File: src/rtl/core/rbes_pkg.sv
// Shared types, constants and the micro-op table of the rigid body Euler step.
// Used by rbes_div, rbes_dp, rbes_ctrl and rigid_body_euler_step.
package rbes_pkg;

  localparam int unsigned WORD_BITS = 32;
  localparam int unsigned FRAC_BITS = 16;
  localparam int unsigned DT_BITS   = 16;
  localparam int unsigned DT_FRAC   = 16;
  localparam int unsigned SLOT_BITS = 5;
  localparam int unsigned ADDR_BITS = 6;
  localparam int unsigned MEM_DEPTH = 48;
  localparam int unsigned NUM_WORDS = 27;
  localparam int unsigned NUM_LOAD  = 18;
  localparam int unsigned NUM_UOPS  = 78;
  localparam int unsigned UOP_BITS  = 7;
  localparam int unsigned NUM_INV   = 9;
  localparam int unsigned NUM_ACCEL = 6;
  localparam int unsigned DIV_BITS  = WORD_BITS + FRAC_BITS;
  localparam int unsigned PROD_BITS = 2 * WORD_BITS;
  localparam int unsigned ACC_BITS  = WORD_BITS + 2;

  typedef logic [ADDR_BITS-1:0] addr_t;
  typedef logic signed [WORD_BITS-1:0] word_t;

  // Storage map: state words, then scratch for omega*dt, the orientation
  // delta and the cofactors. The determinant has its own register.
  localparam addr_t A_POS  = addr_t'(0);
  localparam addr_t A_LVEL = addr_t'(3);
  localparam addr_t A_RVEL = addr_t'(6);
  localparam addr_t A_ORI  = addr_t'(9);
  localparam addr_t A_INV  = addr_t'(18);
  localparam addr_t A_W    = addr_t'(27);
  localparam addr_t A_D    = addr_t'(30);
  localparam addr_t A_C    = addr_t'(39);
  localparam addr_t A_DET  = addr_t'(48);

  localparam word_t ONE_Q = word_t'(1 << FRAC_BITS);
  localparam word_t W_MAX = {1'b0, {(WORD_BITS-1){1'b1}}};
  localparam word_t W_MIN = {1'b1, {(WORD_BITS-1){1'b0}}};

  typedef enum logic {REQ_STEP = 1'b0, REQ_LOAD = 1'b1} req_e;
  typedef enum logic {ASRC_MEM, ASRC_ACCEL} asrc_e;
  typedef enum logic [1:0] {BSRC_MEM, BSRC_DT, BSRC_ONE} bsrc_e;
  typedef enum logic [1:0] {ACC_LOAD, ACC_ADD, ACC_SUB} accm_e;

  typedef struct packed {
    asrc_e a_src;
    addr_t a_addr;
    bsrc_e b_src;
    addr_t b_addr;
    logic  sh_dt;
    accm_e mode;
    logic  wr;
    addr_t dst;
  } uop_t;

  typedef struct packed {
    logic                 req_type;
    logic [DT_BITS-1:0]   step_dt;
    word_t                lin_acc_x;
    word_t                lin_acc_y;
    word_t                lin_acc_z;
    word_t                rot_acc_x;
    word_t                rot_acc_y;
    word_t                rot_acc_z;
    logic [SLOT_BITS-1:0] load_slot;
    word_t                load_word;
  } in_t;

  typedef struct packed {
    logic [SLOT_BITS-1:0] word_slot;
    word_t                word_value;
    logic                 singular;
    logic                 last_word;
  } out_t;

  typedef struct packed {
    logic                 take_step;
    logic                 take_load;
    addr_t                rd_a;
    addr_t                rd_b;
    logic                 mul_en;
    logic                 rnd_en;
    logic                 acc_en;
    uop_t                 uop;
    logic                 chk;
    logic                 div_start;
    logic                 div_wr;
    logic [3:0]           div_k;
    logic                 out_load;
    logic [SLOT_BITS-1:0] out_slot;
  } cmd_t;

  typedef struct packed {
    logic det_zero;
    logic div_busy;
    logic div_done;
    logic out_free;
  } sts_t;

  // Row and column of a 3x3 entry, packed as {row, col}.
  function automatic logic [3:0] rc3(input logic [3:0] e);
    logic [3:0] rc;
    case (e)
      4'd0:    rc = {2'd0, 2'd0};
      4'd1:    rc = {2'd0, 2'd1};
      4'd2:    rc = {2'd0, 2'd2};
      4'd3:    rc = {2'd1, 2'd0};
      4'd4:    rc = {2'd1, 2'd1};
      4'd5:    rc = {2'd1, 2'd2};
      4'd6:    rc = {2'd2, 2'd0};
      4'd7:    rc = {2'd2, 2'd1};
      4'd8:    rc = {2'd2, 2'd2};
      default: rc = {2'd0, 2'd0};
    endcase
    return rc;
  endfunction

  function automatic logic [1:0] inc3(input logic [1:0] x);
    logic [1:0] y;
    case (x)
      2'd0:    y = 2'd1;
      2'd1:    y = 2'd2;
      default: y = 2'd0;
    endcase
    return y;
  endfunction

  function automatic addr_t mat_addr(input addr_t base, input logic [1:0] r,
                                     input logic [1:0] c);
    return base + addr_t'({r, 1'b0}) + addr_t'(r) + addr_t'(c);
  endfunction

  // Cofactor address feeding inverse entry k (transposed).
  function automatic addr_t tr_addr(input logic [3:0] k);
    logic [3:0] rc;
    rc = rc3(k);
    return mat_addr(A_C, rc[1:0], rc[3:2]);
  endfunction

  // Micro-op program of one integration step.
  function automatic uop_t uop_at(input logic [UOP_BITS-1:0] idx);
    uop_t       u;
    logic [UOP_BITS-1:0] p;
    logic [3:0] e;
    logic [3:0] rc;
    logic [1:0] r, j, r1, r2, j1, j2;
    u = '0;
    u.a_src = ASRC_MEM;
    u.b_src = BSRC_ONE;
    u.mode  = ACC_LOAD;
    if (idx < UOP_BITS'(6)) begin
      p = idx;
      if (!p[0]) begin
        u.a_addr = A_LVEL + addr_t'(p[2:1]);
      end else begin
        u.a_src  = ASRC_ACCEL;
        u.a_addr = addr_t'(p[2:1]);
        u.b_src  = BSRC_DT;
        u.sh_dt  = 1'b1;
        u.mode   = ACC_ADD;
        u.wr     = 1'b1;
        u.dst    = A_LVEL + addr_t'(p[2:1]);
      end
    end else if (idx < UOP_BITS'(12)) begin
      p = idx - UOP_BITS'(6);
      if (!p[0]) begin
        u.a_addr = A_RVEL + addr_t'(p[2:1]);
      end else begin
        u.a_src  = ASRC_ACCEL;
        u.a_addr = addr_t'(3) + addr_t'(p[2:1]);
        u.b_src  = BSRC_DT;
        u.sh_dt  = 1'b1;
        u.mode   = ACC_ADD;
        u.wr     = 1'b1;
        u.dst    = A_RVEL + addr_t'(p[2:1]);
      end
    end else if (idx < UOP_BITS'(18)) begin
      p = idx - UOP_BITS'(12);
      if (!p[0]) begin
        u.a_addr = A_POS + addr_t'(p[2:1]);
      end else begin
        u.a_addr = A_LVEL + addr_t'(p[2:1]);
        u.b_src  = BSRC_DT;
        u.sh_dt  = 1'b1;
        u.mode   = ACC_ADD;
        u.wr     = 1'b1;
        u.dst    = A_POS + addr_t'(p[2:1]);
      end
    end else if (idx < UOP_BITS'(21)) begin
      p = idx - UOP_BITS'(18);
      u.a_addr = A_RVEL + addr_t'(p[1:0]);
      u.b_src  = BSRC_DT;
      u.sh_dt  = 1'b1;
      u.wr     = 1'b1;
      u.dst    = A_W + addr_t'(p[1:0]);
    end else if (idx < UOP_BITS'(39)) begin
      p  = idx - UOP_BITS'(21);
      e  = p[4:1];
      rc = rc3(e);
      r  = rc[3:2];
      j  = rc[1:0];
      r1 = inc3(r);
      r2 = inc3(r1);
      u.b_src = BSRC_MEM;
      if (!p[0]) begin
        u.a_addr = A_W + addr_t'(r1);
        u.b_addr = mat_addr(A_ORI, r2, j);
      end else begin
        u.a_addr = A_W + addr_t'(r2);
        u.b_addr = mat_addr(A_ORI, r1, j);
        u.mode   = ACC_SUB;
        u.wr     = 1'b1;
        u.dst    = A_D + addr_t'(e);
      end
    end else if (idx < UOP_BITS'(57)) begin
      p = idx - UOP_BITS'(39);
      e = p[4:1];
      if (!p[0]) begin
        u.a_addr = A_ORI + addr_t'(e);
      end else begin
        u.a_addr = A_D + addr_t'(e);
        u.mode   = ACC_ADD;
        u.wr     = 1'b1;
        u.dst    = A_ORI + addr_t'(e);
      end
    end else if (idx < UOP_BITS'(75)) begin
      p  = idx - UOP_BITS'(57);
      e  = p[4:1];
      rc = rc3(e);
      r1 = inc3(rc[3:2]);
      r2 = inc3(r1);
      j1 = inc3(rc[1:0]);
      j2 = inc3(j1);
      u.b_src = BSRC_MEM;
      if (!p[0]) begin
        u.a_addr = mat_addr(A_ORI, r1, j1);
        u.b_addr = mat_addr(A_ORI, r2, j2);
      end else begin
        u.a_addr = mat_addr(A_ORI, r1, j2);
        u.b_addr = mat_addr(A_ORI, r2, j1);
        u.mode   = ACC_SUB;
        u.wr     = 1'b1;
        u.dst    = A_C + addr_t'(e);
      end
    end else begin
      p = idx - UOP_BITS'(75);
      u.a_addr = A_ORI + addr_t'(p[1:0]);
      u.b_src  = BSRC_MEM;
      u.b_addr = A_C + addr_t'(p[1:0]);
      u.mode   = (p[1:0] == 2'd0) ? ACC_LOAD : ACC_ADD;
      u.wr     = (p[1:0] == 2'd2);
      u.dst    = A_DET;
    end
    return u;
  endfunction

endpackage

File: src/rtl/core/rbes_ctrl.sv
// Sequencer: runs the micro-op program, the inverse divisions and the
// word emission. Depends on rbes_pkg.
module rbes_ctrl import rbes_pkg::*; (
  input  logic clk_i,
  input  logic rst_ni,
  input  logic in_valid_i,
  input  logic req_type_i,
  input  sts_t sts_i,
  output logic in_stall_o,
  output cmd_t cmd_o
);

  typedef enum logic [3:0] {
    ST_IDLE, ST_OP_RD, ST_OP_MUL, ST_OP_RND, ST_OP_ACC, ST_CHK,
    ST_DV_RD, ST_DV_LD, ST_DV_RUN, ST_EM_RD, ST_EM_OUT
  } state_e;

  state_e               state_q;
  logic [UOP_BITS-1:0]  idx_q;
  logic [SLOT_BITS-1:0] k_q;
  uop_t                 uop;

  assign uop        = uop_at(idx_q);
  assign in_stall_o = (state_q != ST_IDLE);

  always_comb begin
    cmd_o          = '0;
    cmd_o.uop      = uop;
    cmd_o.div_k    = k_q[3:0];
    cmd_o.out_slot = k_q;
    case (state_q)
      ST_IDLE: begin
        cmd_o.take_step = in_valid_i && (req_type_i == REQ_STEP);
        cmd_o.take_load = in_valid_i && (req_type_i == REQ_LOAD);
      end
      ST_OP_RD, ST_OP_MUL, ST_OP_RND, ST_OP_ACC: begin
        cmd_o.rd_a   = uop.a_addr;
        cmd_o.rd_b   = uop.b_addr;
        cmd_o.mul_en = (state_q == ST_OP_MUL);
        cmd_o.rnd_en = (state_q == ST_OP_RND);
        cmd_o.acc_en = (state_q == ST_OP_ACC);
      end
      ST_CHK: cmd_o.chk = 1'b1;
      ST_DV_RD, ST_DV_LD: begin
        cmd_o.rd_a      = tr_addr(k_q[3:0]);
        cmd_o.div_start = (state_q == ST_DV_LD);
      end
      ST_DV_RUN: cmd_o.div_wr = sts_i.div_done;
      ST_EM_RD, ST_EM_OUT: begin
        cmd_o.rd_a     = addr_t'(k_q);
        cmd_o.out_load = (state_q == ST_EM_OUT) && sts_i.out_free;
      end
      default: ;
    endcase
  end

  always_ff @(posedge clk_i or negedge rst_ni) begin
    if (!rst_ni) begin
      state_q <= ST_IDLE;
      idx_q   <= '0;
      k_q     <= '0;
    end else begin
      case (state_q)
        ST_IDLE: begin
          if (in_valid_i && (req_type_i == REQ_STEP)) begin
            idx_q   <= '0;
            state_q <= ST_OP_RD;
          end
        end
        ST_OP_RD:  state_q <= ST_OP_MUL;
        ST_OP_MUL: state_q <= ST_OP_RND;
        ST_OP_RND: state_q <= ST_OP_ACC;
        ST_OP_ACC: begin
          if (idx_q == UOP_BITS'(NUM_UOPS - 1)) begin
            state_q <= ST_CHK;
          end else begin
            idx_q   <= idx_q + UOP_BITS'(1);
            state_q <= ST_OP_RD;
          end
        end
        ST_CHK: begin
          k_q     <= '0;
          state_q <= sts_i.det_zero ? ST_EM_RD : ST_DV_RD;
        end
        ST_DV_RD: state_q <= ST_DV_LD;
        ST_DV_LD: state_q <= ST_DV_RUN;
        ST_DV_RUN: begin
          if (sts_i.div_done) begin
            if (k_q == SLOT_BITS'(NUM_INV - 1)) begin
              k_q     <= '0;
              state_q <= ST_EM_RD;
            end else begin
              k_q     <= k_q + SLOT_BITS'(1);
              state_q <= ST_DV_RD;
            end
          end
        end
        ST_EM_RD: state_q <= ST_EM_OUT;
        ST_EM_OUT: begin
          if (sts_i.out_free) begin
            if (k_q == SLOT_BITS'(NUM_WORDS - 1)) begin
              state_q <= ST_IDLE;
            end else begin
              k_q     <= k_q + SLOT_BITS'(1);
              state_q <= ST_EM_RD;
            end
          end
        end
        default: state_q <= ST_IDLE;
      endcase
    end
  end

`ifndef ASSERT_OFF
  a_idx_range: assert property (@(posedge clk_i) disable iff (!rst_ni)
    (state_q == ST_OP_ACC) |-> (idx_q < UOP_BITS'(NUM_UOPS)))
    else $error("micro-op index out of range");
  a_emit_range: assert property (@(posedge clk_i) disable iff (!rst_ni)
    (state_q == ST_EM_OUT) |-> (k_q < SLOT_BITS'(NUM_WORDS)))
    else $error("emit index out of range");
`endif

endmodule

File: config.mk
export PLATFORM = sky130hd
export DESIGN_NAME = rbes_ctrl
export DESIGN_NICKNAME = d
export VERILOG_FILES = /design/src/rtl/core/rbes_pkg.sv /design/src/rtl/core/rbes_ctrl.sv
export SDC_FILE = /design/constraint.sdc
export NUM_CORES = 1
export LEC_CHECK = 0
export ABC_AREA = 1
export BUFFER_PORTS_ARGS = -buffer_cell sky130_fd_sc_hd__buf_2
export CAP_MARGIN = 30
export CORE_MARGIN = 2
export CORE_UTILIZATION = 40
export DETAILED_ROUTE_END_ITERATION = 10
export GPL_TIMING_DRIVEN = 0
export PLACE_DENSITY = 0.6
export SLEW_MARGIN = 25
export SYNTH_ARGS = -nofsm -noshare
export SYNTH_HDL_FRONTEND = slang
export SYNTH_SLANG_ARGS = --single-unit
export TNS_END_PERCENT = 20
File: constraint.sdc
create_clock -name clk_i -period 6.1 [get_ports clk_i]
set_clock_uncertainty 0.1 [all_clocks]
set_input_delay 0.61 -clock clk_i [delete_from_list [all_inputs] [get_ports clk_i]]
set_output_delay 0.61 -clock clk_i [all_outputs]
set_load 0.005 [all_outputs]
==> results.json <==
{
  "global_route_hottest_layer": "met2",
  "totalWireLength_mm": 11.0,
  "cp_data_arrival_time_ps": 4810,
  "gr-usage-met2_pct": 40.8,
  "die-width_um": 98.8,
  "grt_start_max_net_pins": 17,
  "crit_fanout": 13,
  "finalCoreUtilization_pct": 47.0,
  "pin_count": 64,
  "dp_hpwl_mm": 9.12,
  "antenna_found_initial": 0,
  "antenna_cells_inserted": 0,
  "setup_slack_ps": 579,
  "synthesized_area_divided_by_synthesized_cell_count_um2": 6.12,
  "die_height_um": 98.8,
  "nets": 711,
  "clockBufferDepth": 2,
  "globalRouteOverflowTotal": 0,
  "place.gp.congestion": 0.904,
  "grt_use_met1_pct": 28.4,
  "cts_root_buffer": "clkbuf_8",
  "crit_path_frequent_cell": "nand2_1",
  "synthToLayoutAreaGrowth_pct": 13.9,
  "final-hold-violation-count": 0,
  "drt_pre_antenna_iters": 5,
  "die-area_um2": 9770,
  "yosysTopAreaCell": "nand2_1",
  "dpl_worst_slack_ps": 930,
  "cts_tree": "built",
  "start_util_pct": 41.2,
  "setup-violations-final": 0,
  "worstPathRequired_ps": 5390,
  "via_count_of_the_first_global_routing_pass": 3909,
  "synth.distinct_cells": 52,
  "global_route.usage.met3_pct": 2.20,
  "antenna_left": 0,
  "grt_pass1_wl_mm": 18.3,
  "post_synthesis_instance_total": 588,
  "final_period_minus_worst_setup_slack_ps": 5520,
  "crit_type": "reg -> out",
  "crit_path_max_incr_delay_ps": 440,
  "detailed_place.area_um2": 4040,
  "core_region_area_um2": 8720,
  "outcome": "finished clean",
  "post_route_drc_violation_count": 0,
  "mappedNetlistNets": 644,
  "crit_path_end_kind": "primary output",
  "routed-via-count": 4039,
  "cts.sinks": 16,
  "netlist_area_um2": 3600,
  "relSlewSlack_pct": 52.1,
  "timing_max_transition_violations_final": 0,
  "timing_worst_slew_pin_value_ps": 716,
  "fin_setup_tns_ps": 0,
  "post_cts_buffers": 0,
  "avg_vias_per_cell": 5.30,
  "port_buffers": 62,
  "drive_gt1_share_pct": 18.5,
  "crit_path_top_delay_cell": "dfrtp_1",
  "synth_seq_cells": 16,
  "start_kind": "flip-flop",
  "clk_transition_reported_paths_ps": 70,
  "timing.max_cap.violations": 0,
  "synthesis.yosys.warnings": 0,
  "placement_rows": 34,
  "max_freq_mhz": 181,
  "final_cell_area_excluding_filler_cells_um2": 4100,
  "clkLatencyLatePin_ps": 250,
  "final_min_period_over_clock_period_pct": 90.5,
  "dr.first_iter.drc_count": 225,
  "ctsHoldBuffers": 0,
  "hold_path_class": "in -> async",
  "synth_largest_type_area_fraction_pct": 14.8,
  "rsz0062_at_grt": "false",
  "synth.yosys.seq_area_share_pct": 11.1,
  "drt-wirelength-per-cell_um": 14.4,
  "ys_top_cells_by_area": "nand2_1 15%, ha_1 14%, dfrtp_1 11%",
  "groute.usage.overall_pct": 22.5,
  "ctsResizeCount": 0,
  "cts_inserted_buffers": 3,
  "h-tree-depth": 1
}
critical path, delay by kind of cell (launching register included):
kind | cells | cell delay (ps)
simple gates | 13 | 1060
compound gates | 4 | 700
fa+ha+maj | 4 | 1260
buf+inv | 8 | 1080
flops | 1 | 440
synthesized netlist by cell type, drive strengths merged:
cell     number
nand2       152
inv         104
nor2         67
o21ai        46
ha           39
nand3        38
a21oi        30
dfrtp        16
buf          14
nor3         13
o22ai        10
fa            9
xor2          8
o211ai        4
o21a          4
or2           4
nand4         3
nor4          3
o31ai         3
clkbuf        2
clkinv        2
nand3b        2
o21bai        2
o221ai        2
xnor2         2
a211oi        1
a21boi        1
a22o          1
a22oi         1
a31oi         1
a41oi         1
nor3b         1
o2111ai       1
xnor3         1
cells by family after synthesis:
logic type               after synthesis  synth area share [%]
flip-flops                            16                  11.1
buffers and inverters                122                  14.0
AND/OR/NAND/NOR                      283                  34.6
AO/OA/AOI/OAI                        108                  18.0
adder cells (fa/ha/maj)               48                  18.6
XOR/XNOR                              11                  3.69
stage by stage:
stage | instances | hold slack (ps)
after global routing | 762 | 193
final | 762 | 166
after floorplan | 588 | 214
after global placement | 758 | 450
after detailed placement | 758 | 454
after CTS | 762 | 181
registers in the layout (all words and copies together), names as in the netlist:
register  cells
k_q           5
state_q       4
idx_q         7
routing by layer:
layer,share of wire (%),wire (um)
met1,43,4780
met2,48,5280
met3,6.0,659
met4,2.5,280
met5,0,0
worst paths after layout:
check	start	end	slack, ps	cells past startpoint
max in group asynchronous	rst_ni	idx_q[6]$_DFFE_PN0P_	5460	1
hold reg to reg	state_q[0]$_DFFE_PN0P_	state_q[0]$_DFFE_PN0P_	530	3
setup / recovery	idx_q[0]$_DFFE_PN0P_	cmd_o[49]	580	29
setup reg to reg	idx_q[1]$_DFFE_PN0P_	idx_q[6]$_DFFE_PN0P_	3610	12
hold / removal	rst_ni	k_q[0]$_DFFE_PN0P_	170	1
min in group clk_i	state_q[0]$_DFFE_PN0P_	state_q[0]$_DFFE_PN0P_	530	3
cell type report:
type | instances | area, um^2
Fill cell | 947 | 4620
Multi-Input combinational cell | 450 | 2690
Inverter | 106 | 404
Sequential cell | 16 | 400
Timing Repair Buffer | 62 | 310
Tap cell | 108 | 135
Buffer | 16 | 100
Clock buffer | 4 | 55.1
placed cells by master (no fill, tap or decap), types with 2 or more instances in the layout:
cell | synthesis | layout
a21oi_1 | 29 | 29
buf_2 | 7 | 69
buf_4 | 6 | 6
clkbuf_8 | 0 | 4
dfrtp_1 | 16 | 16
fa_1 | 9 | 9
ha_1 | 39 | 39
inv_1 | 92 | 92
inv_2 | 11 | 11
nand2_1 | 142 | 142
nand2_2 | 7 | 7
nand2_4 | 3 | 3
nand3_1 | 35 | 35
nand3_2 | 2 | 2
nand3b_1 | 2 | 2
nand4_1 | 3 | 3
nor2_1 | 63 | 63
nor2_2 | 3 | 3
nor3_1 | 12 | 12
nor4_1 | 3 | 3
o211ai_1 | 4 | 4
o21a_1 | 4 | 4
o21ai_0 | 36 | 36
o21ai_1 | 8 | 8
o21ai_4 | 2 | 2
o21bai_1 | 2 | 2
o221ai_1 | 2 | 2
o22ai_1 | 10 | 10
o31ai_1 | 3 | 3
or2_2 | 3 | 3
xnor2_1 | 2 | 2
xor2_1 | 5 | 5
xor2_2 | 3 | 3
Power is left out: the tool's default activity adds up to more than one toggle a clock period on the data nets, which glitch-free logic cannot reach.
